## config.mk

```make
export PLATFORM = sky130hd
export DESIGN_NAME = mam_ram
export DESIGN_NICKNAME = d
export VERILOG_FILES = /design/src/mam_ram.sv
export SDC_FILE = /design/constraint.sdc
export NUM_CORES = 2
export LEC_CHECK = 0
export ABC_AREA = 0
export BUFFER_PORTS_ARGS = -buffer_cell sky130_fd_sc_hd__buf_2
export CORE_MARGIN = 3
export CORE_UTILIZATION = 43
export CTS_CLUSTER_SIZE = 40
export DETAILED_ROUTE_END_ITERATION = 8
export GPL_ROUTABILITY_DRIVEN = 0
export PLACE_DENSITY = 0.66
export SLEW_MARGIN = 20
export SYNTH_ARGS = -nofsm -noshare
export SYNTH_HDL_FRONTEND = slang
export SYNTH_SLANG_ARGS = --single-unit
```

## constraint.sdc

```tcl
create_clock -name clk -period 5.4 [get_ports clk]
set_clock_uncertainty 0.1 [all_clocks]
set_input_delay 0.27 -clock clk [delete_from_list [all_inputs] [get_ports clk]]
set_output_delay 0.27 -clock clk [all_outputs]
set_load 0.005 [all_outputs]
```

## src/mam_ram.sv

```systemverilog
// Single-write, single-read RAM with registered read data.
module mam_ram #(
  parameter int DEPTH = 256,
  parameter int WIDTH = 16
) (
  input  logic                     clk,
  input  logic                     we,
  input  logic [$clog2(DEPTH)-1:0] waddr,
  input  logic [WIDTH-1:0]         wdata,
  input  logic [$clog2(DEPTH)-1:0] raddr,
  output logic [WIDTH-1:0]         rdata
);

  logic [WIDTH-1:0] mem [DEPTH];

  always_ff @(posedge clk) begin
    if (we) begin
      mem[waddr] <= wdata;
    end
  end

  always_ff @(posedge clk) begin
    rdata <= mem[raddr];
  end

endmodule

```

# == Yosys cells after proc, flatten, opt, wreduce, memory -nomap -nowiden ==
# Memory sizes are Yosys's and may differ from the RTL's. A register that Yosys moved wholly into a read port is not among the register bits.
# Cells that the tools add are included.
# word_totals
regBits,0
output_inout_bits,16
ram_bits,4096
memories,1
elab_cells,3
# classes
muxes,2
# memory_table
memory,words,word_bits,rd,rd_ports_with_merged_regs,write_ports,line,source
mem,256,16,1,1,1,14,logic [WIDTH-1:0] mem [DEPTH];
# op_table
operator,n
$mux W1,2

# == Longest topological paths before layout ==
# logic_depth
word_depth,2
depth_mapped,12
ltp_nobuf,6

# == Worst setup path after synthesis ==
# OpenSTA, ideal clock, no wires.
# synth_path
kind,in2reg
startpoint,input port waddr[3]
endpoint,"memory mem[235][0], enable pin"
n_path_buf,3
t_arrival_ns,2.047
path_stages,6
path_slack_ns,2.865
setup_time_ns,0.388
cell_sequence,clkbuf_1 -> nor2b_1 -> clkbuf_1 -> nand4_1 -> clkbuf_1 -> nor2_1
# synth_lines
item,line,source
from (decl),8,"input logic [$clog2(DEPTH)-1:0] waddr,"
to (decl),14,
# No word-level cell before the write port.

==> impl_metrics.py <==
metrics = {
    "min_path": {
        "holdPathEnd": "mem[252][10]",
        "hp-class": "in2reg",
        "hold_depth": 4,
        "hold_start": "waddr[4]",
    },
    "synth": {
        "yosysWarnings": 0,
        "syn-cell-area_um2": 159000,
        "synthArstFlopShare_pct": 0,
        "syn_avg_cell_area_um2": 21.6,
        "synth.most_common_cell": "edfxtp_1",
        "synth.area.top_cells": "edfxtp_1 (77%), mux4_2 (11%), mux2i_1 (3.6%)",
        "yosysSeqAreaShare_pct": 77.7,
        "synth.top_cell.area_share_pct": 77.5,
        "syn_nets": 7394,
        "synthFlopType": "edfxtp_1",
        "synth-seq-cells": 4112,
        "yosysUniqueCellTypes": 52,
        "post-synth-top-area-cell": "edfxtp_1",
        "synth_edf_count": 4096,
        "postSynthCellCount": 7360,
        "synthTopCellsByCount": "edfxtp_1 (4,096), mux4_2 (797), mux2i_1 (565), nor2_1 (304), o221ai_1 (252)",
    },
    "placement": {
        "port_buffers": 49,
        "hpwl_um": 244000,
        "dpl.cell_count": 12200,
    },
    "clock_tree": {
        "worstSkewPairLatency_ns": 0.92,
        "cts_resized": 0,
        "ctsRootBufferMaster": "clkbuf_16",
        "clk_pin_slew_ns": 0.06,
        "cts_made_buffers": 401,
        "cts_buffer_depth": 4,
        "htreeDepth": 5,
        "clock_sinks": 4112,
        "cts_tree": "done",
    },
    "critical_path": {
        "worst_path_most_repeated_cell": "buf_12",
        "critical_path_class": "in2reg",
        "slowest_delay_ns": 0.67,
        "setup.worst_path.start_class": "primary input",
        "required_ns": 6.12,
        "rr_endpoint": "rdata[6]",
        "cp_max_fo": 47,
        "cp-end-kind": "flop",
        "reg2reg_depth": 7,
        "timing.rr.start": "mem[130][6]",
        "arrival_ns": 4.23,
        "cp_slowest_cell": "a21oi_1",
        "reg2reg_setup_slack_ns": 2.07,
        "path_cells": "buf_12 > buf_4 > buf_12 > buf_12 > buf_12 > buf_4 > mux2i_1 > o221ai_1 > o22ai_1 > a21oi_1 > nand4_1 > nor4_1",
    },
    "die": {
        "start_util_pct": 43.3,
        "io_pins": 50,
        "dieArea_um2": 376000,
        "core_area_um2": 367000,
        "rows": 222,
        "die_w_um": 614,
        "die_h_um": 614,
    },
    "route": {
        "vias": 78800,
        "drt_first_pass_iters": 7,
        "routed_wirelength_um": 412000,
        "drc": 0,
        "antenna_left": 0,
        "drt_iter0_markers": 10500,
        "via_per_inst": 6.07,
        "wl_per_cell_um": 31.7,
    },
    "cells_and_area": {
        "final_util_pct": 49.1,
        "layout.cells.non_filler": 13000,
        "drive_gt1_share_pct": 24.8,
        "fill_cells": 28900,
        "syn_to_final_growth_pct": 13.4,
        "layout.nets": 7882,
    },
    "sta": {
        "setup_tns_ns": 0,
        "finalHoldViolCount": 0,
        "fmax_mhz": 285,
        "final_max_slew_viol_count": 0,
        "setup_viol": 0,
        "rsz0062_at_grt": "no",
        "layout_min_cycle_time_ns": 3.51,
        "max_slew_margin_pct": 16.5,
        "tightest_slew_ns": 1.24,
        "fin_crit_sh_pct": 65.0,
    },
    "power": {
        "p_leak_nw": 56.8,
        "power.density_nw_per_um2": 365,
        "ir_worst_vdd_mv": 0.241,
    },
    "global_routing": {
        "grt_start_max_net_pins": 205,
        "antenna_found_initial": 21,
        "grt_pass1_vias": 78800,
        "grt_usage_pct": 21.8,
        "overflow": 0,
        "grt_pass1_wl_um": 589000,
    },
    "job": {
        "drv_cap": 0,
    },
    "outcome": {
        "status": "completed",
    },
}
per-stage QoR:
stage / cell area, um2 / hold slack [ns] / power (mW) / setup slack (ns)
2_1_floorplan: 159000 / 0.269 / 37.6 / 2.87
3_3_place_gp: 167000 / 0.598 / 39.1 / 0.945
3_5_place_dp: 167000 / 0.609 / 39.2 / 0.928
4_1_cts: 180000 / 0.0478 / 66.1 / 1.89
5_1_grt: 180000 / 0.109 / 67.5 / 1.84
6_report: 180000 / 0.127 / 65.7 / 1.89
worst max-delay path: cells and delay by family:
family	cells	cell delay, ns
and+or+nand+nor	2	0.79
AOI/OAI and AO/OA	3	1.23
muxes	1	0.10
buffers and inverters	6	1.72
where the power goes:
group,leakage (nW),total (mW),switching [mW],internal (mW)
Sequential,36.9,35.3,0.0650,35.2
Combinational,13.7,3.29,2.15,1.14
Clock,6.16,27.2,11.6,15.5
Total,56.8,65.7,13.8,51.9
cells in the final DEF, fill, tap and decap left out, types with 88 or more instances in the layout:
cell type  count
a21oi_1      175
buf_4        410
clkbuf_16    408
edfxtp_1    4096
mux2_2        88
mux2i_1      565
mux4_2       797
nor2_1       269
nor3_1        89
o221ai_1     252
o22ai_1      148
worst max path at each step:
stage	startpoint	end	slack (ns)	cells after the start
2_1_floorplan	waddr[3]	mem[235][0]	2.87	6
3_3_place_gp	raddr[0]	rdata[13]	0.95	12
3_5_place_dp	raddr[0]	rdata[13]	0.93	12
4_1_cts	raddr[0]	rdata[13]	1.89	12
5_1_grt	raddr[0]	rdata[13]	1.84	12
6_report	raddr[0]	rdata[13]	1.89	12
cell type report:
type,count,area [um2],area share [%]
clock inverters,220,2040,1.13
flip-flops and latches,4112,123000,68.5
well taps,4816,6030,3.35
multi-input cells,2792,32900,18.3
diodes,11,27.5,0.0153
inverters,4,27.5,0.0153
clock buffers,495,10600,5.90
repair buffers,537,4940,2.75
state kept, by name, summed over array words and instances, names as in the netlist:
| name | count |
|---|---|
| rdata | 16 |
| mem | 4096 |
cells by family (layout without fill, tap and decap cells):
kind of cell,after synthesis,in the layout,synth area share [%]
compound gates,786,786,3.54
buf+inv,456,1256,1.69
flops,4112,4112,77.7
mux,1450,1450,15.5
other cells,0,11,0
simple gates,556,556,1.57
per-layer routing:
layer	global-route usage (%)	vias to the layer above	wire length [um]
met5	0	-	130
met2	34.8	4063	199000
met4	8.61	20	17900
met1	29.5	41700	157000
li1	-	32300	-
met3	4.35	723	38300
what timing repair did:
action / CTS / global route
buffers inserted: 0 / 0
endpoints found under the hold margin: 1322 / 0
hold buffers: 16 / 0
(Power assumes the default switching activity.)
